===== src/sv/rau_pkg.sv =====
// shared types, constants and helper functions of the rational arithmetic unit
package rau_pkg;

    // operand word and port widths
    localparam int WORD_BITS  = 64;
    localparam int IO_BITS    = 64;
    localparam int EXP_BITS   = 32;
    localparam int PROD_BITS  = 2 * WORD_BITS;
    localparam int HALF_BITS  = (WORD_BITS + 1) / 2;
    localparam int PP_BITS    = 2 * HALF_BITS;
    localparam int ACC_BITS   = 4 * HALF_BITS;
    localparam int SHIFT_BITS = $clog2(WORD_BITS);

    // job queue between front and back
    localparam int Q_DEPTH    = 2;
    localparam int Q_PTR_BITS = (Q_DEPTH > 1) ? $clog2(Q_DEPTH) : 1;

    typedef logic signed [WORD_BITS-1:0] word_t;
    typedef logic        [WORD_BITS-1:0] uword_t;
    typedef logic signed [PROD_BITS-1:0] prod_t;

    localparam word_t WORD_MIN  = word_t'({1'b1, {(WORD_BITS-1){1'b0}}});
    localparam word_t WORD_ONE  = word_t'(1);
    localparam word_t WORD_ZERO = word_t'(0);

    typedef enum logic [2:0] {
        OP_ADD = 3'd0,
        OP_SUB = 3'd1,
        OP_MUL = 3'd2,
        OP_DIV = 3'd3,
        OP_CMP = 3'd4,
        OP_RED = 3'd5,
        OP_POW = 3'd6,
        OP_INV = 3'd7
    } op_t;

    // one classified job as handed from front to back
    typedef struct packed {
        op_t                 op;
        word_t               an;
        word_t               ad;
        word_t               bn;
        word_t               bd;
        logic [EXP_BITS-2:0] expo;
        logic                ov;
    } job_t;

    typedef struct packed {
        word_t n;
        word_t d;
        logic  ov;
    } frac_t;

    // magnitude as an unsigned word, the most negative value included
    function automatic uword_t mag_f(word_t x);
        word_t neg_x;
        neg_x = -x;
        return x[WORD_BITS-1] ? uword_t'(neg_x) : uword_t'(x);
    endfunction

    // make the denominator non-negative by negating both parts
    function automatic frac_t norm_f(word_t n, word_t d);
        frac_t r;
        r.n  = n;
        r.d  = d;
        r.ov = 1'b0;
        if (d[WORD_BITS-1])
        begin
            r.n  = -n;
            r.d  = -d;
            r.ov = (n == WORD_MIN) || (d == WORD_MIN);
        end
        return r;
    endfunction

    // product fits a signed word
    function automatic logic fits_word(prod_t p);
        return (&p[PROD_BITS-1:WORD_BITS-1]) || !(|p[PROD_BITS-1:WORD_BITS-1]);
    endfunction

    // sign-extend a word to port width
    function automatic logic signed [IO_BITS-1:0] to_io(word_t x);
        return IO_BITS'(x);
    endfunction

endpackage


===== src/sv/rau_queue.sv =====
// short job queue that decouples the front stage from the execution back end
module rau_queue
    import rau_pkg::*;
(
    input  logic clk,
    input  logic rst_n,
    input  logic push,
    input  job_t push_job,
    output logic full,
    input  logic pop,
    output logic valid,
    output job_t pop_job
);

    job_t                  mem_reg [Q_DEPTH];
    logic [Q_PTR_BITS-1:0] wr_ptr_reg, wr_ptr_next;
    logic [Q_PTR_BITS-1:0] rd_ptr_reg, rd_ptr_next;
    logic [Q_PTR_BITS:0]   count_reg, count_next;
    logic                  do_push, do_pop;

    assign full    = (count_reg == (Q_PTR_BITS+1)'(Q_DEPTH));
    assign valid   = (count_reg != '0);
    assign pop_job = mem_reg[rd_ptr_reg];
    assign do_push = push && !full;
    assign do_pop  = pop && valid;

    // pointer and fill count update
    always_comb
    begin
        wr_ptr_next = wr_ptr_reg;
        rd_ptr_next = rd_ptr_reg;
        count_next  = count_reg;
        if (do_push)
        begin
            wr_ptr_next = (wr_ptr_reg == Q_PTR_BITS'(Q_DEPTH-1)) ? '0 : wr_ptr_reg + 1'b1;
        end
        if (do_pop)
        begin
            rd_ptr_next = (rd_ptr_reg == Q_PTR_BITS'(Q_DEPTH-1)) ? '0 : rd_ptr_reg + 1'b1;
        end
        if (do_push && !do_pop)
        begin
            count_next = count_reg + 1'b1;
        end
        else if (do_pop && !do_push)
        begin
            count_next = count_reg - 1'b1;
        end
    end

    always_ff @(posedge clk or negedge rst_n)
    begin
        if (!rst_n)
        begin
            wr_ptr_reg <= '0;
            rd_ptr_reg <= '0;
            count_reg  <= '0;
        end
        else
        begin
            wr_ptr_reg <= wr_ptr_next;
            rd_ptr_reg <= rd_ptr_next;
            count_reg  <= count_next;
        end
    end

    // entry write
    always_ff @(posedge clk)
    begin
        if (do_push)
        begin
            mem_reg[wr_ptr_reg] <= push_job;
        end
    end

endmodule


===== config.mk =====
export PLATFORM = sky130hd
export DESIGN_NAME = rau_queue
export DESIGN_NICKNAME = d
export VERILOG_FILES = /design/src/sv/rau_pkg.sv /design/src/sv/rau_queue.sv
export SDC_FILE = /design/constraint.sdc
export NUM_CORES = 1
export LEC_CHECK = 0
export BUFFER_PORTS_ARGS = -buffer_cell sky130_fd_sc_hd__buf_4
export CAP_MARGIN = 0
export CORE_AREA = 2 2 229 231
export DETAILED_ROUTE_END_ITERATION = 12
export DIE_AREA = 0 0 231 233
export PLACE_DENSITY = 0.65
export SKIP_LAST_GASP = 1
export SYNTH_ARGS = -nofsm -noshare
export SYNTH_HDL_FRONTEND = slang
export SYNTH_SLANG_ARGS = --single-unit

===== constraint.sdc =====
create_clock -name clk -period 13.7 [get_ports clk]
set_clock_uncertainty 0.15 [all_clocks]
set_input_delay 2.74 -clock clk [delete_from_list [all_inputs] [get_ports clk]]
set_output_delay 2.74 -clock clk [all_outputs]
set_load 0.03 [all_outputs]

# Yosys cells after proc, flatten, opt, wreduce, memory -nomap -nowiden
# Memories as Yosys holds them, arrays and structs flattened.
# Index checks and enable logic that the tools add are counted.
# totals
mem_bits_rw	582
word_cells	24
regBits	4
n_memories	1
mem_bits_ro	0
in_bits	295
latchBits	0
# mem_list
name	depth	width	rd	rd_ports_with_merged_regs	write_ports	line_no	source
mem_reg	2	291	1	0	1	rau_queue.sv:15	job_t mem_reg [Q_DEPTH];
# classes
mux	6
n_shift	0
n_eq_ne	1
order_cmp	0
bitwise	0
n_mul	0
n_reduce_logical	9
addsub	4
n_div	0
# ops
op	count
1-bit logical AND	4
1-bit two-way mux	4
2-bit two-way mux	2
2-bit nonzero test	2
1-bit zero test	3
1-bit adder, second input constant	2
2-bit by 1-bit adder with 2-bit output, second input constant	1
2-bit == test, second input constant	1
2-bit by 1-bit subtractor with 2-bit output, second input constant	1

# Depth between registers and ports, before layout
# Gate-level depths: netlist (run 1).
# depth
ltp_word	7
mapped_depth	7
depth_no_buf	7

# Worst setup path after synthesis (run 1)
# No wires, ideal clock.
# synth_path
path_type	input to register
startpoint	input push
endpoint	memory mem_reg[0][0] (netlist name) (enable)
t_arrival_ns	14.878
slack_ns	-2.277
required_time_ns	12.602
path_buffers	0
cell_stages	2
cell_sequence	nand2_1 -> nor2_1
# synth_via
elab_chain_len	3
# synth_lines
item	line_no	source
start, declared	rau_queue.sv:7	input logic push,
1-bit logical AND	rau_queue.sv:24	assign do_push = push && !full;
1-bit two-way mux	rau_queue.sv:70	if (do_push)
1-bit two-way mux (not written as such)	rau_queue.sv:72	mem_reg[wr_ptr_reg] <= push_job;
end, declared	rau_queue.sv:15	
# No other way between the ends.

==> results of run 1 <==
## per-stage QoR
stage                     utilization (%)  total power [mW]  cells  hold WS [ns]  setup WS, ns
after global routing                 55.2              6.95   2274         0.367          7.40
final                                55.2              6.68   2275         0.342          7.55
after global placement               51.5              5.15   2168         0.323          7.19
after detailed placement             51.5              5.16   2168         0.332          7.21
after floorplan                         -              4.39    924         0.306          2.66
after CTS                            55.2              6.76   2273         0.344          7.56
## layout make-up
type                    instances  area (um2)
flip-flops and latches        586       17600
diodes                          2        5.00
fillers                      4033       22900
multi-input cells             304        3380
inverters                       2        7.51
clock buffers                  74        1580
repair buffers                596        4500
well taps                     680         851
clock inverters                31         327
## path summary, 6_finish.rpt
check | to | cells past startpoint
max | pop_job[202] | 3
min | count_reg[1] | 1
max reg2reg | mem_reg[1][50] | 5
min reg2reg | count_reg[1] | 1
max in group asynchronous | rd_ptr_reg | 1
min in group asynchronous | rd_ptr_reg | 1
## routing by layer
metal  vias to the layer above  global-route usage, %  wire, um
met5                         -                      0        32
met4                         6                   4.82       956
met3                        72                   7.37      4770
met2                       413                   30.6     25300
met1                      5438                   19.9     18000
li1                       4955                      -         -
## cells by family after synthesis
| logic type | share of synthesized area (%) |
|---|---|
| adders and majority gates | 0.0587 |
| muxes | 15.4 |
| xor gates and xnor gates | 0.206 |
| and+or+nand+nor | 0.159 |
| buffers and inverters | 1.70 |
| DFF | 82.5 |
## critical path, stage by stage, from the launching register on
cell     delay [ns]
dfrtp_4        0.95
buf_12         0.55
mux2_2         0.47
buf_4          0.18
## power by group
group	internal, mW	total, mW	switching (mW)
Sequential	2.45	2.57	0.112
Clock	0.940	1.58	0.640
Combinational	0.965	2.53	1.56
## cell usage after synthesis
cell type,count,share of area [%]
or2_2,1,0.029
edfxtp_1,582,82
buf_6,31,1.6
nand2b_1,1,0.029
nand2_1,2,0.035
inv_1,2,0.035
ha_1,1,0.059
nor2_1,2,0.035
xor2_1,2,0.082
and3_1,1,0.029
buf_2,1,0.023
xnor2_1,3,0.12
mux2_2,291,15
dfrtp_1,4,0.47
==> impl_metrics.tcl, run 1 <==
set metrics [dict create \
    status "complete, no violations" \
    cts_resized 0 \
    crit_path_start_kind "flop" \
    syn_area_per_cell_um2 23.1 \
    crit_start "rd_ptr_reg" \
    setup_viol 0 \
    timing.final.crit_share_pct 44.9 \
    rrSetupSlack_ns 9.49 \
    clk_path_buf_depth 3 \
    syn_nets 1220 \
    clkTransAtPathRegs_ns 0.06 \
    drt-total-wl_um 49000 \
    rows 83 \
    critPathKind "reg -> out" \
    cts_root_buf "clkbuf_16" \
    vias 10900 \
    hold_class "reg -> reg" \
    largest_register_ffs 582 \
    drt_iter0_drc 562 \
    final_hold_viol_count 0 \
    cts-htree-levels 2 \
    area_delta_synth_final_pct 32.5 \
    rsz0062_at_grt "false" \
    layout_commonest_cell "buf_4" \
    nets 1846 \
    fp.dieW_um 231 \
    fp.coreArea_mm2 0.0511 \
    dp_hpwl_um 33300 \
    cts_buffers 60 \
    drive_gt1_share_pct 60.8 \
    cts_tree "yes" \
    cp.arrival_ns 3.26 \
    insertion_delay_ns 0.59 \
    fmax_mhz 163 \
    chipHeight_um 233 \
    placed_cell_area_mm2 0.0263 \
    yosysWarnings 0 \
    drv_slew 0 \
    relSlewSlack_pct 16.9 \
    track_usage_pct 17.6 \
    peakVddDrop_uv 154 \
    path_max_fanout 169 \
    synthCells 924 \
    final_area_mm2 0.0282 \
    antenna_found_initial 5 \
    worstMarginPinSlew_ns 1.25 \
    grt_pass1_wl_um 70200 \
    layout_common_cells "594 x buf_4, 582 x edfxtp_1, 291 x mux2_2" \
    setup_tns_ns 0 \
    holdBufCountCts 0 \
    first_global_vias 11500 \
    endpoint_kind "output pin" \
    io_pins 588 \
    vias_per_cell 4.78 \
    port_buffers 587 \
    hold_start "count_reg[1]" \
    period_minus_slack_ns 6.15 \
    ys_seq_area_share_pct 82.5 \
    overflow 0 \
    critPathRequiredTime_ns 10.81 \
    wl_per_cell_um 21.5 \
    cts_sinks 586 \
    powerDensity_mw_per_mm2 236 \
    postRouteAntennaNets 0 \
    post-cts-setup-buffer-count 0 \
    r2r-start "count_reg[0]" \
    drv_cap 0 \
    drt_first_pass_iters 6 \
    leakagePower_nw 10.4 \
    dieArea_mm2 0.0538 \
    grt_max_degree 170 \
    initial_core_util_pct 41.7 \
    gp_congestion 0.787 \
    netlist-cell-type-count 14 \
    synth_seq_cells 586 \
    drc_errors 0 \
    netlist_area_mm2 0.0213 \
]
Power figures use the tool's default switching activity.
==> run 2: changes to the inputs <==
==> constraint.sdc (replaced) <==
create_clock -name clk -period 5.31 [get_ports clk]
set_clock_uncertainty 0.15 [all_clocks]
set_input_delay 1.062 -clock clk [delete_from_list [all_inputs] [get_ports clk]]
set_output_delay 1.062 -clock clk [all_outputs]
set_load 0.03 [all_outputs]
==> run 2 against run 1 <==
Against the previous run: non-clock buffer count rose by 12; sequential power grew to 2.6 times the previous value; global-route usage shrank 0.15 points; cell count rose by 0.70%; wire length increased by 0.23%; total power rose to 2.5 times the previous value; clock power increased by 140%; flip-flop and latch count unchanged; critical path type unchanged.
==> impl_metrics.tcl, run 2 (synthesis gave the netlist of run 1 again) <==
set metrics [dict create \
    status "complete, no violations" \
    combPwrFrac_pct 39.0 \
    critPathRequiredTime_ns 4.10 \
    setup_viol 0 \
    cp_num_buf_inv 2 \
    io_pins 588 \
    p_seq_share_pct 38.9 \
    clk_path_buf_depth 3 \
    multiInputGateArea_mm2 0.00340 \
    cts_resized 0 \
    fill_cells 4016 \
    track_usage_pct 17.5 \
    r2r-start "count_reg[0]" \
    vias_per_cell 4.78 \
    crit_path_start_kind "flop" \
    drt_first_pass_iters 4 \
    port_buffers 587 \
    timing.final.crit_share_pct 72.4 \
    critical-path-top-delay-family "flip-flops" \
    first_global_vias 11500 \
    postRouteAntennaNets 0 \
    post-route-util_pct 55.3 \
    drt-total-wl_um 49100 \
    worstMarginPinSlew_ns 1.01 \
    initial_core_util_pct 41.7 \
    holdBufCountCts 0 \
    peakVddDrop_uv 368 \
    rrSetupSlack_ns 2.59 \
    drv_cap 0 \
    endpoint_kind "output pin" \
    power_frac_clock_pct 22.1 \
    final_hold_viol_count 0 \
    critPathKind "reg -> out" \
    drt_iter0_drc 509 \
    largest_register_ffs 582 \
    p_int_mw 11.0 \
    hold_class "in -> async" \
    overflow 0 \
    finalWorstSetupSlack_ns 1.47 \
    drv_slew 0 \
    cts_root_buf "clkbuf_16" \
    p_sw_share_pct 35.1 \
    antenna_found_initial 7 \
    post-place-ws_ns 2.03 \
    rows 83 \
    path_max_fanout 73 \
    wl_per_cell_um 21.4 \
    grt_max_degree 144 \
    nets 1856 \
    powerDensity_mw_per_mm2 602 \
    vias 11000 \
    cts_sinks 586 \
    fmax_mhz 260 \
    cp.arrival_ns 2.63 \
    cpMaxStageDelayCell "dfrtp_4" \
    ff2ff_path_depth 3 \
    cts-htree-levels 2 \
    leakagePower_nw 10.5 \
    r2r_end "mem_reg[1][10]" \
    gp_congestion 0.777 \
    cts_tree "yes" \
    rsz0062_at_grt "false" \
    dieArea_mm2 0.0538 \
    layout_common_cells "600 x buf_4, 582 x edfxtp_1, 291 x mux2_2" \
    drc_errors 0 \
    post-cts-setup-buffer-count 0 \
    power_switching_mw 5.97 \
    dp_hpwl_um 34300 \
    insertion_delay_ns 0.58 \
    period_minus_slack_ns 3.84 \
    seq_area_mm2 0.0176 \
    relSlewSlack_pct 32.5 \
    chipHeight_um 233 \
    grt_pass1_wl_um 69400 \
    layout_commonest_cell "buf_4" \
    critical_path.max_stage_delay_ns 0.94 \
    cts_buffers 58 \
    drive_gt1_share_pct 61.0 \
    fp.dieW_um 231 \
    clkTransAtPathRegs_ns 0.06 \
    crit_chain "buf_12, mux2_2, buf_4" \
    fp.coreArea_mm2 0.0511 \
    area_delta_synth_final_pct 32.7 \
]
-- run 2: cell count changes in the layout (fill, tap and decap cells not counted), moves of 3 or more --
cell | before | now
clkbuf_1 | 13 | 17
bufinv_16 | 7 | 1
clkinv_2 | 6 | 13
buf_4 | 594 | 600
buf_12 | 2 | 8
inv_6 | 3 | 0
-- run 2: stage by stage --
| stage | hold WS, ns | setup TNS (ns) | cell area [um2] | instances | total power, mW |
|---|---|---|---|---|---|
| 2_1_floorplan | 0.306 | -193.87 | 21300 | 924 | 11.1 |
| 3_3_place_gp | 0.323 | 0 | 26500 | 2180 | 13.4 |
| 3_5_place_dp | 0.333 | 0 | 26500 | 2180 | 13.4 |
| 4_1_cts | 0.0709 | 0 | 28300 | 2288 | 17.2 |
| 5_1_grt | 0.0835 | 0 | 28300 | 2289 | 17.7 |
| 6_report | 0.121 | 0 | 28300 | 2291 | 17.0 |
-- run 2: layout make-up --
class,count,share of cell area [%]
Multi-Input combinational cell,304,12.0
Clock inverter,30,0.593
Clock buffer,78,5.63
Timing Repair Buffer,608,16.5
Sequential cell,586,62.2
Inverter,2,0.0266
Tap cell,680,3.01
Antenna cell,3,0.0266
-- run 2: how the worst max path moves through the flow --
| stage | to | slack (ns) | from | cells after the start |
|---|---|---|---|---|
| 2_1_floorplan | mem_reg[0][0] | -0.67 | push | 2 |
| 3_3_place_gp | pop_job[113] | 2.01 | rd_ptr_reg | 3 |
| 3_5_place_dp | pop_job[113] | 2.03 | rd_ptr_reg | 3 |
| 4_1_cts | pop_job[98] | 1.37 | rd_ptr_reg | 3 |
| 5_1_grt | pop_job[137] | 1.33 | rd_ptr_reg | 3 |
| 6_report | pop_job[111] | 1.47 | rd_ptr_reg | 3 |
-- run 2: power by group through the flow --
stage               logic [mW]  registers [mW]  clock network, mW
global placement          6.70            6.66                  0
finish                    6.64            6.61               3.76
global route              6.94            6.71               4.03
floorplan                 4.43            6.72                  0
detailed placement        6.70            6.72                  0
CTS                       6.73            6.62               3.87
-- run 2: worst reg2reg max path, stage by stage, from the launching register on --
cell	delay [ns]
dfrtp_1	0.41
nand2b_1	0.33
and3_4	0.93
buf_4	0.55
-- run 2: layer usage --
metal | up-vias | routed length [um] | global-route usage [%]
met5 | - | 53 | 0
met4 | 8 | 1270 | 6.09
met3 | 82 | 5260 | 7.46
met2 | 446 | 24700 | 29.6
met1 | 5443 | 17900 | 19.7
li1 | 4979 | - | -
