**src/sv/rau_pkg.sv**
```systemverilog
// shared types, constants and helper functions of the rational arithmetic unit
package rau_pkg;

    // operand word and port widths
    localparam int WORD_BITS  = 64;
    localparam int IO_BITS    = 64;
    localparam int EXP_BITS   = 32;
    localparam int PROD_BITS  = 2 * WORD_BITS;
    localparam int HALF_BITS  = (WORD_BITS + 1) / 2;
    localparam int PP_BITS    = 2 * HALF_BITS;
    localparam int ACC_BITS   = 4 * HALF_BITS;
    localparam int SHIFT_BITS = $clog2(WORD_BITS);

    // job queue between front and back
    localparam int Q_DEPTH    = 2;
    localparam int Q_PTR_BITS = (Q_DEPTH > 1) ? $clog2(Q_DEPTH) : 1;

    typedef logic signed [WORD_BITS-1:0] word_t;
    typedef logic        [WORD_BITS-1:0] uword_t;
    typedef logic signed [PROD_BITS-1:0] prod_t;

    localparam word_t WORD_MIN  = word_t'({1'b1, {(WORD_BITS-1){1'b0}}});
    localparam word_t WORD_ONE  = word_t'(1);
    localparam word_t WORD_ZERO = word_t'(0);

    typedef enum logic [2:0] {
        OP_ADD = 3'd0,
        OP_SUB = 3'd1,
        OP_MUL = 3'd2,
        OP_DIV = 3'd3,
        OP_CMP = 3'd4,
        OP_RED = 3'd5,
        OP_POW = 3'd6,
        OP_INV = 3'd7
    } op_t;

    // one classified job as handed from front to back
    typedef struct packed {
        op_t                 op;
        word_t               an;
        word_t               ad;
        word_t               bn;
        word_t               bd;
        logic [EXP_BITS-2:0] expo;
        logic                ov;
    } job_t;

    typedef struct packed {
        word_t n;
        word_t d;
        logic  ov;
    } frac_t;

    // magnitude as an unsigned word, the most negative value included
    function automatic uword_t mag_f(word_t x);
        word_t neg_x;
        neg_x = -x;
        return x[WORD_BITS-1] ? uword_t'(neg_x) : uword_t'(x);
    endfunction

    // make the denominator non-negative by negating both parts
    function automatic frac_t norm_f(word_t n, word_t d);
        frac_t r;
        r.n  = n;
        r.d  = d;
        r.ov = 1'b0;
        if (d[WORD_BITS-1])
        begin
            r.n  = -n;
            r.d  = -d;
            r.ov = (n == WORD_MIN) || (d == WORD_MIN);
        end
        return r;
    endfunction

    // product fits a signed word
    function automatic logic fits_word(prod_t p);
        return (&p[PROD_BITS-1:WORD_BITS-1]) || !(|p[PROD_BITS-1:WORD_BITS-1]);
    endfunction

    // sign-extend a word to port width
    function automatic logic signed [IO_BITS-1:0] to_io(word_t x);
        return IO_BITS'(x);
    endfunction

endpackage

```
**src/sv/rau_front.sv**
```systemverilog
// front stage: takes input beats, normalizes the operands and classifies the job
module rau_front
    import rau_pkg::*;
(
    input  logic                       clk,
    input  logic                       rst_n,
    input  logic                       in_valid,
    output logic                       in_stall,
    input  logic        [2:0]          action,
    input  logic signed [IO_BITS-1:0]  a_num,
    input  logic signed [IO_BITS-1:0]  a_den,
    input  logic signed [IO_BITS-1:0]  b_num,
    input  logic signed [IO_BITS-1:0]  b_den,
    input  logic signed [EXP_BITS-1:0] exponent,
    output logic                       push,
    output job_t                       push_job,
    input  logic                       q_full
);

    logic  f_valid_reg, f_valid_next;
    job_t  f_job_reg;
    job_t  job_in;
    frac_t fa, fb;
    logic  accept;

    // operand normalization
    always_comb
    begin
        fa = norm_f(word_t'(a_num[WORD_BITS-1:0]), word_t'(a_den[WORD_BITS-1:0]));
        fb = norm_f(word_t'(b_num[WORD_BITS-1:0]), word_t'(b_den[WORD_BITS-1:0]));
        job_in.op   = op_t'(action);
        job_in.an   = fa.n;
        job_in.ad   = fa.d;
        job_in.bn   = fb.n;
        job_in.bd   = fb.d;
        job_in.expo = exponent[EXP_BITS-1] ? '0 : exponent[EXP_BITS-2:0];
        job_in.ov   = fa.ov | fb.ov;
    end

    // handshake with the input side and the queue
    assign in_stall = f_valid_reg && q_full;
    assign accept   = in_valid && !in_stall;
    assign push     = f_valid_reg && !q_full;
    assign push_job = f_job_reg;

    always_comb
    begin
        f_valid_next = f_valid_reg;
        if (accept)
        begin
            f_valid_next = 1'b1;
        end
        else if (push)
        begin
            f_valid_next = 1'b0;
        end
    end

    // stage valid
    always_ff @(posedge clk or negedge rst_n)
    begin
        if (!rst_n)
        begin
            f_valid_reg <= 1'b0;
        end
        else
        begin
            f_valid_reg <= f_valid_next;
        end
    end

    // stage payload
    always_ff @(posedge clk)
    begin
        if (accept)
        begin
            f_job_reg <= job_in;
        end
    end

endmodule

```
**config.mk**
```make
export PLATFORM = sky130hd
export DESIGN_NAME = rau_front
export DESIGN_NICKNAME = d
export VERILOG_FILES = /design/src/sv/rau_pkg.sv /design/src/sv/rau_front.sv
export SDC_FILE = /design/constraint.sdc
export NUM_CORES = 1
export LEC_CHECK = 0
export BUFFER_PORTS_ARGS = -buffer_cell sky130_fd_sc_hd__buf_2
export CORE_AREA = 2 2 231 233
export CTS_BUF_LIST = sky130_fd_sc_hd__clkbuf_2 sky130_fd_sc_hd__clkbuf_4 sky130_fd_sc_hd__clkbuf_8
export DETAILED_ROUTE_END_ITERATION = 16
export DIE_AREA = 0 0 233 235
export PLACE_DENSITY = 0.52
export REMOVE_ABC_BUFFERS = 1
export SLEW_MARGIN = 20
export SYNTH_ARGS = -nofsm -noshare
export SYNTH_HDL_FRONTEND = slang
export SYNTH_SLANG_ARGS = --single-unit
```
**constraint.sdc**
```tcl
create_clock -name clk -period 21 [get_ports clk]
set_input_delay 4.2 -clock clk [delete_from_list [all_inputs] [get_ports clk]]
set_output_delay 4.2 -clock clk [all_outputs]
set_load 0.1 [all_outputs]
```
; Word-level counts from Yosys, hierarchy flattened
; Cells that the tools add are included.
[totals]
regBits = 292
latch_bits = 0
ram_bits = 0
mem_bits_ro = 0
inputBits = 295
output_inout_bits = 293
memories = 0
[op_classes]
addsub = 4
n_mul = 0
div_mod_pow = 0
magnitude_cmp = 0
n_eq_ne = 4
shift = 0
mux = 4
bitwise_logic = 1
reduce_logical = 8
[ops]
columns = op, count
row1 = $mux 129, 2
row2 = $eq 64x64->1 const B, 4
row3 = $neg 64->64, 4
row4 = $logic_and 1x1->1, 3
row5 = $logic_not 1->1, 2
row6 = $logic_or 1x1->1, 2
row7 = $mux 1, 2
row8 = $reduce_bool 2->1, 1
row9 = $or 1x1->1, 1

; Depth between registers and ports, before layout
; Gate-level depths: netlist (run 1).
[logic_depth]
word_depth = 4
ltp_mapped = 10
mapped_depth_nobuf = 8

; Worst setup path after synthesis (run 1)
; Ideal clock, no wire load.
[synth_path]
kind = input -> register
start = input port q_full
end = register f_job_reg (netlist bit push_job[0]), enable pin
setup_time_ns = 0.977
t_arrival_ns = 17.511
t_required_ns = 20.023
setup_slack_ns = 2.513
stages = 2
path_cell_list = and2_1 nor2b_1
[synth_via]
elab_chain_len = 3
[synth_rtl]
columns = element, line_no
row1 = start: declaration, rau_front.sv:17  ; input logic q_full
row2 = $logic_and 1x1->1, rau_front.sv:41  ; assign in_stall = f_valid_reg && q_full;
row3 = $logic_not 1->1, rau_front.sv:42  ; assign accept = in_valid && !in_stall;
row4 = $logic_and 1x1->1, rau_front.sv:42
row5 = net accept, rau_front.sv:24  ; logic accept;
row6 = end signal: assignment, rau_front.sv:77  ; f_job_reg <= job_in;
row7 = end: declaration, rau_front.sv:21  ; job_t f_job_reg;
; The timed path passes the listed nets, and every way through them passes these cells.
; A chain may end at the register's enable or synchronous reset.

; Worst setup path in the final report (run 1)
[layout_path]
start = input port q_full
end = output port in_stall
[layout_via]
elab_chain_len = 1
[layout_rtl]
columns = element, line_no
row1 = $logic_and 1x1->1, rau_front.sv:41
row2 = end: declaration, rau_front.sv:8  ; output logic in_stall,
; No other way between the ends.

==> results of run 1 <==
[final timing paths]
check / start / to / slack, ps / cells after the start
max reg2reg: f_valid_reg$_DFFE_PN0P_ / push_job[142]$_DFFE_PP_ / 18100 / 4
min in group asynchronous: rst_n / f_valid_reg$_DFFE_PN0P_ / 3340 / 1
min reg2reg: f_valid_reg$_DFFE_PN0P_ / f_valid_reg$_DFFE_PN0P_ / 700 / 2
max in group asynchronous: rst_n / f_valid_reg$_DFFE_PN0P_ / 17570 / 1
max: q_full / in_stall / 11830 / 3
min: f_valid_reg$_DFFE_PN0P_ / f_valid_reg$_DFFE_PN0P_ / 700 / 2
[metrics by stage]
step / hold WS (ps) / setup slack, ps / util [%]
3_3_place_gp: 682 / 11830 / 35.0
6_report: 699 / 11830 / 36.9
2_1_floorplan: 1330 / 2510 / -
4_1_cts: 696 / 11830 / 36.9
5_1_grt: 767 / 11800 / 36.9
3_5_place_dp: 687 / 11830 / 35.0
[logic make-up after synthesis]
logic type / share of synthesized area, %
xor+xnor: 14.8
compound gates: 9.67
flops: 60.0
buf+inv: 1.39
simple gates: 13.8
fa+ha+maj: 0.343
[power by group through the flow]
| stage | Clock (W) | Combinational, W | Sequential (W) |
|---|---|---|---|
| global placement | 0 | 0.000481 | 0.000721 |
| CTS | 0.000534 | 0.000484 | 0.000711 |
| global route | 0.000557 | 0.000501 | 0.000713 |
| finish | 0.000512 | 0.000481 | 0.000710 |
| detailed placement | 0 | 0.000483 | 0.000722 |
| floorplan | 0 | 0.0000779 | 0.00102 |
[area by class of cell]
type,instances,area [um^2]
diodes,5,12.5
clock inverters,26,141
well taps,688,861
clock buffers,65,820
multi-input cells,816,5650
fillers,5238,33000
repair buffers,594,3000
flip-flops and latches,292,8760
inverters,11,41.3
[routing by layer]
layer	global-route usage, %	up-vias	share of wire (%)
li1	-	5634	-
met1	19.6	5748	37
met2	31.2	458	49
met3	7.65	96	10
met4	6.91	16	3.6
met5	0	-	0.21
[placed cells by master, fill, tap and decap left out, types with 2 or more instances in the layout]
cell type / n
sky130_fd_sc_hd__buf_2: 585
sky130_fd_sc_hd__edfxtp_1: 291
sky130_fd_sc_hd__xnor2_1: 242
sky130_fd_sc_hd__nand2_1: 85
sky130_fd_sc_hd__o21ai_0: 82
sky130_fd_sc_hd__o31ai_1: 64
sky130_fd_sc_hd__clkbuf_8: 53
sky130_fd_sc_hd__o41ai_1: 42
sky130_fd_sc_hd__nor3_1: 40
sky130_fd_sc_hd__or4_1: 37
sky130_fd_sc_hd__nor2b_1: 33
sky130_fd_sc_hd__or3_1: 29
sky130_fd_sc_hd__nor2_1: 26
sky130_fd_sc_hd__nor4_1: 23
sky130_fd_sc_hd__nand3_1: 22
sky130_fd_sc_hd__nand2b_1: 21
sky130_fd_sc_hd__clkinv_1: 16
sky130_fd_sc_hd__or2_2: 13
sky130_fd_sc_hd__clkbuf_4: 12
sky130_fd_sc_hd__inv_1: 10
sky130_fd_sc_hd__nand4_1: 9
sky130_fd_sc_hd__buf_4: 9
sky130_fd_sc_hd__clkinv_2: 8
sky130_fd_sc_hd__diode_2: 5
sky130_fd_sc_hd__xor2_1: 4
sky130_fd_sc_hd__ha_1: 4
sky130_fd_sc_hd__or4_4: 3
sky130_fd_sc_hd__and2_1: 3
sky130_fd_sc_hd__and3_1: 2
sky130_fd_sc_hd__or2_1: 2
sky130_fd_sc_hd__o31ai_2: 2
sky130_fd_sc_hd__o21ai_2: 2
sky130_fd_sc_hd__or3b_2: 2
sky130_fd_sc_hd__a31o_2: 2
sky130_fd_sc_hd__a31oi_1: 2
sky130_fd_sc_hd__clkinvlp_4: 2
[worst reg2reg max path: stages, from the launching register on]
cell	delay, ps
sky130_fd_sc_hd__dfrtp_1	360
sky130_fd_sc_hd__and2_1	200
sky130_fd_sc_hd__nor2b_4	130
sky130_fd_sc_hd__buf_4	790
sky130_fd_sc_hd__buf_4	960
==> PnR_summary.wiki, run 1 <==
{| class="wikitable"
! Metric !! Value
|-
| Register share of total power || 41.7%
|-
| Count of max-cap constraint violations || 0
|-
| Slew of the pin with the lowest slew margin || about 1100 ps
|-
| Largest cells by area after synthesis || sky130_fd_sc_hd__edfxtp_1 60%, sky130_fd_sc_hd__xnor2_1 15%, sky130_fd_sc_hd__o31ai_1 3.3%
|-
| Proportion of layout cells with a drive suffix above 1 || roughly two fifths
|-
| Highest attainable clock frequency || 109 MHz
|-
| Setup repair bufs after CTS || 0
|-
| Switching power as a share of total power || a little under two fifths
|-
| CP Capture Type || output port
|-
| Worst Clk Skew || around 42 ps
|-
| Maximum single-stage delay on the critical path || 470 ps
|-
| Vias || 12000
|-
| Critical path start-end classification || primary input to output port
|-
| Overall global routing resource usage || 18.1%
|-
| Number of enable flip-flop cells after synthesis || 291
|-
| Portion of the clock cycle consumed by the worst path in the final layout || a little over two fifths
|-
| Post-route design area || slightly below 20000 um^2
|-
| Inserted Clock Buffers || between 50 and 60
|-
| Post-placement cell area || around 18000 um^2
|-
| Internal power of the cells || about 0.0011 W
|-
| Max Transition Viols Final || 0
|-
| Data required, critical path || 16800 ps
|-
| Type of the most critical hold path || flip-flop to flip-flop
|-
| Starting DRC count in detailed routing || 530
|-
| Total grt overflow || 0
|-
| Mean cell area of the mapped netlist || about 13 um^2
|-
| Total Wirelength || 51500 um
|-
| Portion of total power attributed to the clock network || 30.1%
|-
| Number of sinks on the clock net || between 200 and 300
|-
| Final estimated routing congestion in global placement || 0.933
|-
| Number of standard-cell rows in the floorplan || between 80 and 90
|-
| First-pass GRT wire length || about 75000 um
|-
| Crit path cell chain || buf_2 > and2_1 > buf_2
|-
| Hpwl dp || slightly above 40000 um
|-
| Number of standard cells in the layout, taps in and fillers out || 2497
|-
| Post-CTS Hold Fix Bufs || 0
|-
| Post-route ant nets || 0
|-
| Most repeated library cell on the critical path || sky130_fd_sc_hd__buf_2
|-
| Cells after DPL || 2401
|-
| First-pass detailed-route iteration total || 5
|-
| Clock Pin Slew Worst Setup and Hold Paths || 60 ps
|-
| Net count, final || 2067
|-
| Die ar. || roughly 55000 um^2
|-
| Worst path top cell family by delay || buffers and inverters
|-
| Number of gates given a new drive strength after cts || 0
|-
| Number of endpoints with negative hold slack in the final report || 0
|-
| Share of synthesized registers carrying an async set or reset || 0.342%
|-
| Antenna violations before repair || 12
|-
| Count of warnings emitted by yosys || 0
|-
| Buffers from clock root to sink, at most || 3
|-
| Layout Area Growth over Synthesis || 32.1%
|-
| Total negative slack || 0 ps
|-
| Category of the worst setup path launch point || primary input
|-
| Leakage Power || 7.03 nW
|-
| Per-cell via count in the routed design || roughly 4.8
|-
| I/O pin total || 588
|-
| Most common cell in the netlist || sky130_fd_sc_hd__edfxtp_1
|-
| Number of library cell types mapped by synthesis || 52
|-
| Top flip-flop cell by instance count after synthesis || sky130_fd_sc_hd__edfxtp_1
|-
| Post-layout min period || 9170 ps
|-
| Core area || around 52000 um^2
|-
| Top cells by count, synth || 291 x sky130_fd_sc_hd__edfxtp_1, 242 x sky130_fd_sc_hd__xnor2_1, 85 x sky130_fd_sc_hd__nand2_1, 82 x sky130_fd_sc_hd__o21ai_0, 64 x sky130_fd_sc_hd__o31ai_1
|-
| Horizontal extent of the die || 233 um
|-
| Total number of H-tree levels || 2
|-
| Mapped Area || 14600 um^2
|-
| Gate count of the mapped netlist || 1158
|-
| Pin count of the biggest net entering global routing || 82
|-
| Maximum vdd ir drop || 41.2 uV
|-
| Flop and latch count out of synthesis || 292
|-
| Endpoint arrival time on the critical path || 4970 ps
|-
| Clock Latency Late Sink || ~630 ps
|-
| Slowest cell on crit path || sky130_fd_sc_hd__buf_2
|-
| DRC violation count after routing || 0
|-
| Net Sw Power || 0.000649 W
|-
| Synth area leader || sky130_fd_sc_hd__edfxtp_1
|-
| Run status || finished, final reports clean
|-
| Vert. Die Dim || around 240 um
|-
| Maximum fanout encountered on the critical timing path || 3
|-
| Comb power frac || 28.2%
|-
| Proportion of synthesized chip area in sequential cells || 60.0%
|-
| Starting utilization of the core area || 28.0%
|-
| Number of setup violations in the final report || 0
|-
| Area share of the leading cell type in the synthesized netlist || 59.9%
|-
| Root buffer cell || sky130_fd_sc_hd__clkbuf_8
|-
| Power density normalized to cell area || 88.3 nW/um^2
|-
| Via count of the first global-routing pass || between 10000 and 15000
|-
| Routed length per placed instance || 20.6 um
|-
| Unrepaired setup endpoints after global routing || no
|-
| Total chip power || 0.00170 W
|-
| Rel. slew slack || a little over a quarter
|-
| Count of port buffers added during placement || 587
|-
| TritonCTS clock tree || built
|-
| Buffers and inverters on the worst path || 2
|-
| Number of flip-flops in the largest register || 291
|}
(Power assumes the default switching activity.)
==> run 2: changes to the inputs <==
Settings changed: ABC_AREA from default to 1, CORE_AREA 2 2 231 233 to default, CORE_ASPECT_RATIO from default to 0.9, CORE_UTILIZATION from default to 30, DIE_AREA 0 0 233 235 to default, PLACE_DENSITY 0.52 to 0.55.
Clock period 21 ns to 7.4 ns, I/O delays scaled along.
==> PnR_summary.wiki, run 2 <==
{| class="wikitable"
! Metric !! Value
|-
| DRC violation count after routing || 0
|-
| Type of the most critical hold path || flip-flop to flip-flop
|-
| Switching power as a share of total power || 39.6%
|-
| Overall global routing resource usage || between 20% and 30%
|-
| Portion of netlist area occupied by mux cells || 0%
|-
| Largest cells by area after synthesis || sky130_fd_sc_hd__edfxtp_1 47%, sky130_fd_sc_hd__nand2_1 14%, sky130_fd_sc_hd__nor2_1 8.9%
|-
| Starting DRC count in detailed routing || ~1400
|-
| Horizontal extent of the die || 264 um
|-
| Most common cell in the netlist || sky130_fd_sc_hd__nand2_1
|-
| Mapped Area || 18500 um^2
|-
| Clock Latency Late Sink || roughly 650 ps
|-
| Post-route ant nets || 0
|-
| Register share of total power || 39.7%
|-
| Hold path startpoint || f_valid_reg$_DFFE_PN0P_
|-
| Leading cell types in the layout, fill and taps excluded || 690 x sky130_fd_sc_hd__nand2_1, 585 x sky130_fd_sc_hd__buf_2, 436 x sky130_fd_sc_hd__nor2_1
|-
| Crit path cell chain || buf_2 > nand2_1 > inv_1 > buf_2
|-
| Starting utilization of the core area || roughly 31%
|-
| Proportion of layout cells with a drive suffix above 1 || 27.5%
|-
| Min setup slack post-route || between 3000 and 4000 ps
|-
| Most common cell after layout, fill and taps aside || sky130_fd_sc_hd__nand2_1
|-
| Number of flip-flops in the largest register || 291
|-
| Hpwl dp || ~59000 um
|-
| Antenna violations before repair || 19
|-
| Gate count of the mapped netlist || 2316
|-
| Pin count of the biggest net entering global routing || 159
|-
| Most repeated library cell on the critical path || sky130_fd_sc_hd__buf_2
|-
| Critical R2R Capture || push_job[193]$_DFFE_PP_
|-
| Data required, critical path || 5920 ps
|-
| First-pass detailed-route iteration total || 6
|-
| Number of enable flip-flop cells after synthesis || 291
|-
| TritonCTS clock tree || built
|-
| Fillcell total || 6419
|-
| Post-placement cell area || around 22000 um^2
|-
| Maximum vdd ir drop || 121 uV
|-
| Number of cell instances on the worst register-to-register path || 5
|-
| Count of max-cap constraint violations || 0
|-
| Worst slack at placement || 3630 ps
|-
| Clock Pin Slew Worst Setup and Hold Paths || roughly 60 ps
|-
| I/O pin total || 588
|-
| Core area || 60400 um^2
|-
| Post-layout min period || between 3000 and 4000 ps
|-
| Mean cell area of the mapped netlist || 7.98 um^2
|-
| Buffers from clock root to sink, at most || 3
|-
| Vert. Die Dim || around 240 um
|-
| Flop and latch count out of synthesis || 292
|-
| Portion of total power attributed to the clock network || roughly 31%
|-
| Number of sinks on the clock net || 292
|-
| Setup repair bufs after CTS || 0
|-
| Leakage Power || slightly above 10 nW
|-
| Post-synthesis adder-cell area fraction || 0.271%
|-
| Internal power of the cells || 0.00306 W
|-
| CP Capture Type || output port
|-
| Top flip-flop cell by instance count after synthesis || sky130_fd_sc_hd__edfxtp_1
|-
| Critical path start-end classification || primary input to output port
|-
| Max Transition Viols Final || 0
|-
| Total number of H-tree levels || 2
|-
| Via count of the first global-routing pass || 17200
|-
| Post-CTS Hold Fix Bufs || 0
|-
| Slew of the pin with the lowest slew margin || 1060 ps
|-
| Root buffer cell || sky130_fd_sc_hd__clkbuf_8
|-
| Fraction of the mapped netlist area in compound gates || 3.77%
|-
| Source of the worst register-to-register timing path || f_valid_reg$_DFFE_PN0P_
|-
| Portion of the clock cycle consumed by the worst path in the final layout || 49.5%
|-
| Simple-gate portion of the synthesized area || 36.0%
|-
| Number of gates given a new drive strength after cts || 0
|-
| Register-to-register setup slack || ~4900 ps
|-
| Worst Clk Skew || ~29 ps
|-
| Highest attainable clock frequency || ~270 MHz
|-
| Top cells by count, synth || 690 x sky130_fd_sc_hd__nand2_1, 437 x sky130_fd_sc_hd__nor2_1, 291 x sky130_fd_sc_hd__edfxtp_1, 221 x sky130_fd_sc_hd__inv_1, 199 x sky130_fd_sc_hd__nand3_1
|-
| Maximum single-stage delay on the critical path || between 400 and 500 ps
|-
| Run status || finished, final reports clean
|-
| Count of port buffers added during placement || 587
|-
| Net count, final || 3226
|-
| Slowest cell on crit path || sky130_fd_sc_hd__buf_2
|-
| Synth area leader || sky130_fd_sc_hd__edfxtp_1
|-
| Rel. slew slack || 29.4%
|-
| Synthesized-area fraction occupied by xor and xnor cells || under 10%
|-
| Routed length per placed instance || 19.4 um
|-
| Number of standard cells in the layout, taps in and fillers out || 3761
|-
| Number of endpoints with negative hold slack in the final report || 0
|-
| Vias || 18000
|-
| Power density normalized to cell area || 217 nW/um^2
|-
| Share of synthesized registers carrying an async set or reset || 0.342%
|-
| Category of the worst setup path launch point || primary input
|-
| Number of setup violations in the final report || 0
|-
| Area share of the leading cell type in the synthesized netlist || 47.3%
|-
| Final estimated routing congestion in global placement || 0.961
|-
| First-pass GRT wire length || 107000 um
|-
| Count of warnings emitted by yosys || 0
|-
| Inserted Clock Buffers || between 50 and 60
|-
| Layout Area Growth over Synthesis || 26.2%
|-
| Number of standard-cell rows in the floorplan || 85
|-
| Worst hold path endpoint || f_valid_reg$_DFFE_PN0P_
|-
| Hold path depth || 2
|-
| Maximum fanout encountered on the critical timing path || 2
|-
| Die ar. || 62600 um^2
|-
| Post-route design area || 23300 um^2
|-
| Total negative slack || 0 ps
|-
| Endpoint arrival time on the critical path || 2190 ps
|-
| Net Sw Power || 0.00201 W
|-
| Per-cell via count in the routed design || 4.80
|-
| Main combinational cell family by area after synthesis || simple AND/OR/NAND/NOR gates
|-
| Proportion of synthesized chip area in sequential cells || 47.4%
|-
| Number of library cell types mapped by synthesis || 38
|-
| Cells after DPL || 3654
|-
| Comb power frac || between 20% and 30%
|-
| Total Wirelength || 73100 um
|-
| Total grt overflow || 0
|-
| Unrepaired setup endpoints after global routing || no
|}
## run 2: worst max path at each step
stage                        endpoint  startpoint  slack, ps  cells past startpoint
4_1_cts                      in_stall      q_full       3730                      4
2_1_floorplan   push_job[0]$_DFFE_PP_      q_full      -7710                      3
3_5_place_dp   push_job[85]$_DFFE_PP_      q_full       3630                      6
5_1_grt                      in_stall      q_full       3690                      4
6_report                     in_stall      q_full       3730                      4
3_3_place_gp   push_job[77]$_DFFE_PP_      q_full       3710                      6
## run 2: cells by family after synthesis
family / after synthesis
AND/OR/NAND/NOR: 1508
flip-flops: 292
buffers and inverters: 275
XOR/XNOR: 138
AO/OA/AOI/OAI: 99
adder cells (fa/ha/maj): 4
## run 2: area by class of cell
type / count / area, um^2 / area share, %
multi-input combinational: 1749 / 8630 / 37.0
timing repair buffer: 593 / 3000 / 12.9
clock inverter: 26 / 169 / 0.724
sequential: 292 / 8760 / 37.6
tap: 783 / 980 / 4.20
inverter: 237 / 890 / 3.81
clock buffer: 71 / 877 / 3.76
antenna: 10 / 25.0 / 0.107
## run 2: metal layers
layer	track usage, %	share of wire, %	up-vias
li1	-	-	8776
met1	29.2	42	8390
met2	36.7	46	741
met3	6.31	8.9	118
met4	7.34	2.7	10
met5	0	0.077	-
## run 2: per-stage QoR
stage	total power, W	hold slack (ps)	util (%)
2_1_floorplan	0.00316	459	-
3_3_place_gp	0.00352	499	36.8
3_5_place_dp	0.00352	504	36.8
4_1_cts	0.00514	518	38.6
5_1_grt	0.00527	548	38.6
6_report	0.00507	507	38.6
## run 2: power by group through the flow
| stage | Sequential [W] | Combinational [W] | Clock, W |
|---|---|---|---|
| final | 0.00202 | 0.00147 | 0.00158 |
| after global routing | 0.00202 | 0.00155 | 0.00170 |
| after CTS | 0.00202 | 0.00148 | 0.00164 |
| after detailed placement | 0.00205 | 0.00147 | 0 |
| after global placement | 0.00205 | 0.00147 | 0 |
| after floorplan | 0.00285 | 0.000314 | 0 |
## run 2: worst max-delay path, delay by kind of cell
family	cells	cell delay [ps]
buffers and inverters	3	640
and+or+nand+nor	1	60
==> run 3: changes to the inputs <==
Clock period 7.4 ns to 3 ns, I/O delays scaled along.
==> PnR_summary.wiki, run 3 (synthesis gave the netlist of run 2 again) <==
{| class="wikitable"
! Metric !! Value
|-
| Run status || finished, final reports clean
|-
| Sequential Area || 8760 um^2
|-
| Vert. Die Dim || 238 um
|-
| Per-cell via count in the routed design || 4.81
|-
| Post-route design area || 23500 um^2
|-
| Antenna violations before repair || 13
|-
| Cells after DPL || 3662
|-
| DRC violation count after routing || 0
|-
| Crit path cell chain || buf_2
|-
| Number of cell instances on the worst register-to-register path || 5
|-
| Clock Latency Late Sink || 660 ps
|-
| Category of the worst setup path launch point || flip-flop
|-
| Pin count of the biggest net entering global routing || 90
|-
| Number of standard-cell rows in the floorplan || 85
|-
| Number of setup violations in the final report || 0
|-
| Portion of the clock cycle consumed by the worst path in the final layout || 74.4%
|-
| Fillcell total || 6413
|-
| Leakage Power || 10.5 nW
|-
| Routed length per placed instance || 19.5 um
|-
| Total number of H-tree levels || 2
|-
| Vias || 18100
|-
| Maximum vdd ir drop || 328 uV
|-
| Post-placement cell area || ~22000 um^2
|-
| Number of sinks on the clock net || 292
|-
| Clock Pin Slew Worst Setup and Hold Paths || 60 ps
|-
| Power density normalized to cell area || approximately 540 nW/um^2
|-
| Net count, final || between 3000 and 4000
|-
| Horizontal extent of the die || 264 um
|-
| Min setup slack post-route || approximately 770 ps
|-
| Endpoint arrival time on the critical path || 1630 ps
|-
| Count of max-cap constraint violations || 0
|-
| Internal power of the cells || 0.00772 W
|-
| Overall global routing resource usage || 22.8%
|-
| Starting DRC count in detailed routing || 1632
|-
| Inserted Clock Buffers || 55
|-
| Core area || 60400 um^2
|-
| Critical R2R Capture || push_job[3]$_SDFFCE_PP0P_
|-
| Via count of the first global-routing pass || 17100
|-
| Final estimated routing congestion in global placement || 0.973
|-
| Comb power frac || 28.9%
|-
| Buffers and inverters on the worst path || 1
|-
| Total negative slack || 0 ps
|-
| Max Transition Viols Final || 0
|-
| Worst Clk Skew || 32.5 ps
|-
| Starting utilization of the core area || 30.6%
|-
| Slew of the pin with the lowest slew margin || 670 ps
|-
| Portion of total power attributed to the clock network || roughly a third
|-
| Register-to-register setup slack || 1310 ps
|-
| Area used by multi-input combinational logic || 8630 um^2
|-
| Total Wirelength || 73300 um
|-
| Total grt overflow || 0
|-
| Hpwl dp || roughly 60000 um
|-
| Worst path top cell family by delay || flip-flops
|-
| Number of endpoints with negative hold slack in the final report || 0
|-
| I/O pin total || 588
|-
| Type of the most critical hold path || primary input to flip-flop
|-
| Number of flip-flops in the largest register || slightly below 300
|-
| Data required, critical path || between 2000 and 2500 ps
|-
| Leading cell types in the layout, fill and taps excluded || 690 x sky130_fd_sc_hd__nand2_1, 585 x sky130_fd_sc_hd__buf_2, 436 x sky130_fd_sc_hd__nor2_1
|-
| TritonCTS clock tree || built
|-
| Hold path startpoint || action[0]
|-
| Buffers from clock root to sink, at most || 3
|-
| First-pass detailed-route iteration total || 5
|-
| Worst slack at placement || roughly 720 ps
|-
| Highest attainable clock frequency || 448 MHz
|-
| Post-layout min period || 2230 ps
|-
| Net Sw Power || 0.00499 W
|-
| Register share of total power || 39.1%
|-
| Root buffer cell || sky130_fd_sc_hd__clkbuf_8
|-
| Rel. slew slack || 55.0%
|-
| Critical path start-end classification || flip-flop to output port
|-
| Hold path depth || 1
|-
| Hold WS || approximately 110 ps
|-
| Die ar. || 62600 um^2
|-
| Maximum fanout encountered on the critical timing path || 1
|-
| Maximum single-stage delay on the critical path || 480 ps
|-
| Number of standard cells in the layout, taps in and fillers out || 3766
|-
| Layout Area Growth over Synthesis || 27.3%
|-
| Post-route ant nets || 0
|-
| Count of port buffers added during placement || between 500 and 600
|-
| Switching power as a share of total power || 39.2%
|-
| Source of the worst register-to-register timing path || f_valid_reg$_DFFE_PN0P_
|-
| Most common cell after layout, fill and taps aside || sky130_fd_sc_hd__nand2_1
|-
| Unrepaired setup endpoints after global routing || no
|-
| Proportion of layout cells with a drive suffix above 1 || 27.8%
|-
| Slowest cell on crit path || sky130_fd_sc_hd__edfxtp_1
|-
| First-pass GRT wire length || ~110000 um
|-
| Number of cells on the critical path || 1
|-
| CP Capture Type || output port
|-
| Worst hold path endpoint || push_job[288]$_DFFE_PP_
|}
run 3: changes by cell type in the layout (fill, tap and decap cells not counted):
cell	delta
sky130_fd_sc_hd__buf_12	+7
sky130_fd_sc_hd__diode_2	-5
sky130_fd_sc_hd__clkbuf_4	+4
sky130_fd_sc_hd__clkinv_1	-4
sky130_fd_sc_hd__buf_4	+1
sky130_fd_sc_hd__bufinv_16	+1
sky130_fd_sc_hd__clkinv_2	-1
sky130_fd_sc_hd__dlygate4sd3_1	+1
sky130_fd_sc_hd__inv_8	+1
run 3: routing by layer:
metal | vias to the layer above | wire length, um | GRT usage [%]
met3 | 107 | 6160 | 5.00
met4 | 6 | 1620 | 5.74
met1 | 8422 | 31400 | 30.2
li1 | 8801 | - | -
met5 | - | 36 | 0
met2 | 772 | 34100 | 37.6
run 3: worst max-delay path by stage:
stage	startpoint	endpoint	slack, ps
after CTS	push_job[235]$_DFFE_PP_	push_job[235]	700
after floorplan	q_full	push_job[0]$_DFFE_PP_	-11230
after global routing	f_valid_reg$_DFFE_PN0P_	in_stall	650
after global placement	a_num[0]	push_job[264]$_DFFE_PP_	730
after detailed placement	a_num[0]	push_job[264]$_DFFE_PP_	720
final	push_job[235]$_DFFE_PP_	push_job[235]	770
run 3: cell type report:
cell class / count / share of cell area [%]
tap: 783 / 4.16
inverter: 237 / 3.78
sequential: 292 / 37.2
timing repair buffer: 602 / 13.4
clock buffer: 75 / 3.86
clock inverter: 23 / 0.808
multi-input combinational: 1749 / 36.7
antenna: 5 / 0.0532
run 3: power by group through the flow:
stage          combinational [W]  sequential (W)  clock [W]
6_report                 0.00368         0.00497    0.00406
5_1_grt                  0.00385         0.00499    0.00437
4_1_cts                  0.00368         0.00497    0.00422
3_5_place_dp             0.00368         0.00505          0
3_3_place_gp             0.00368         0.00505          0
2_1_floorplan           0.000775         0.00703          0
run 3: through the flow:
stage | utilization, % | power [W]
6_report | 38.9 | 0.0127
5_1_grt | 38.9 | 0.0132
4_1_cts | 38.9 | 0.0129
3_5_place_dp | 37.1 | 0.00872
3_3_place_gp | 37.1 | 0.00873
2_1_floorplan | - | 0.00781
run 3: repair_timing:
action                                 4_1_cts  5_1_grt
setup buffers                                0        0
endpoints found under the hold margin        1        0
resized for setup                            0        0
hold buffers                                 1        0
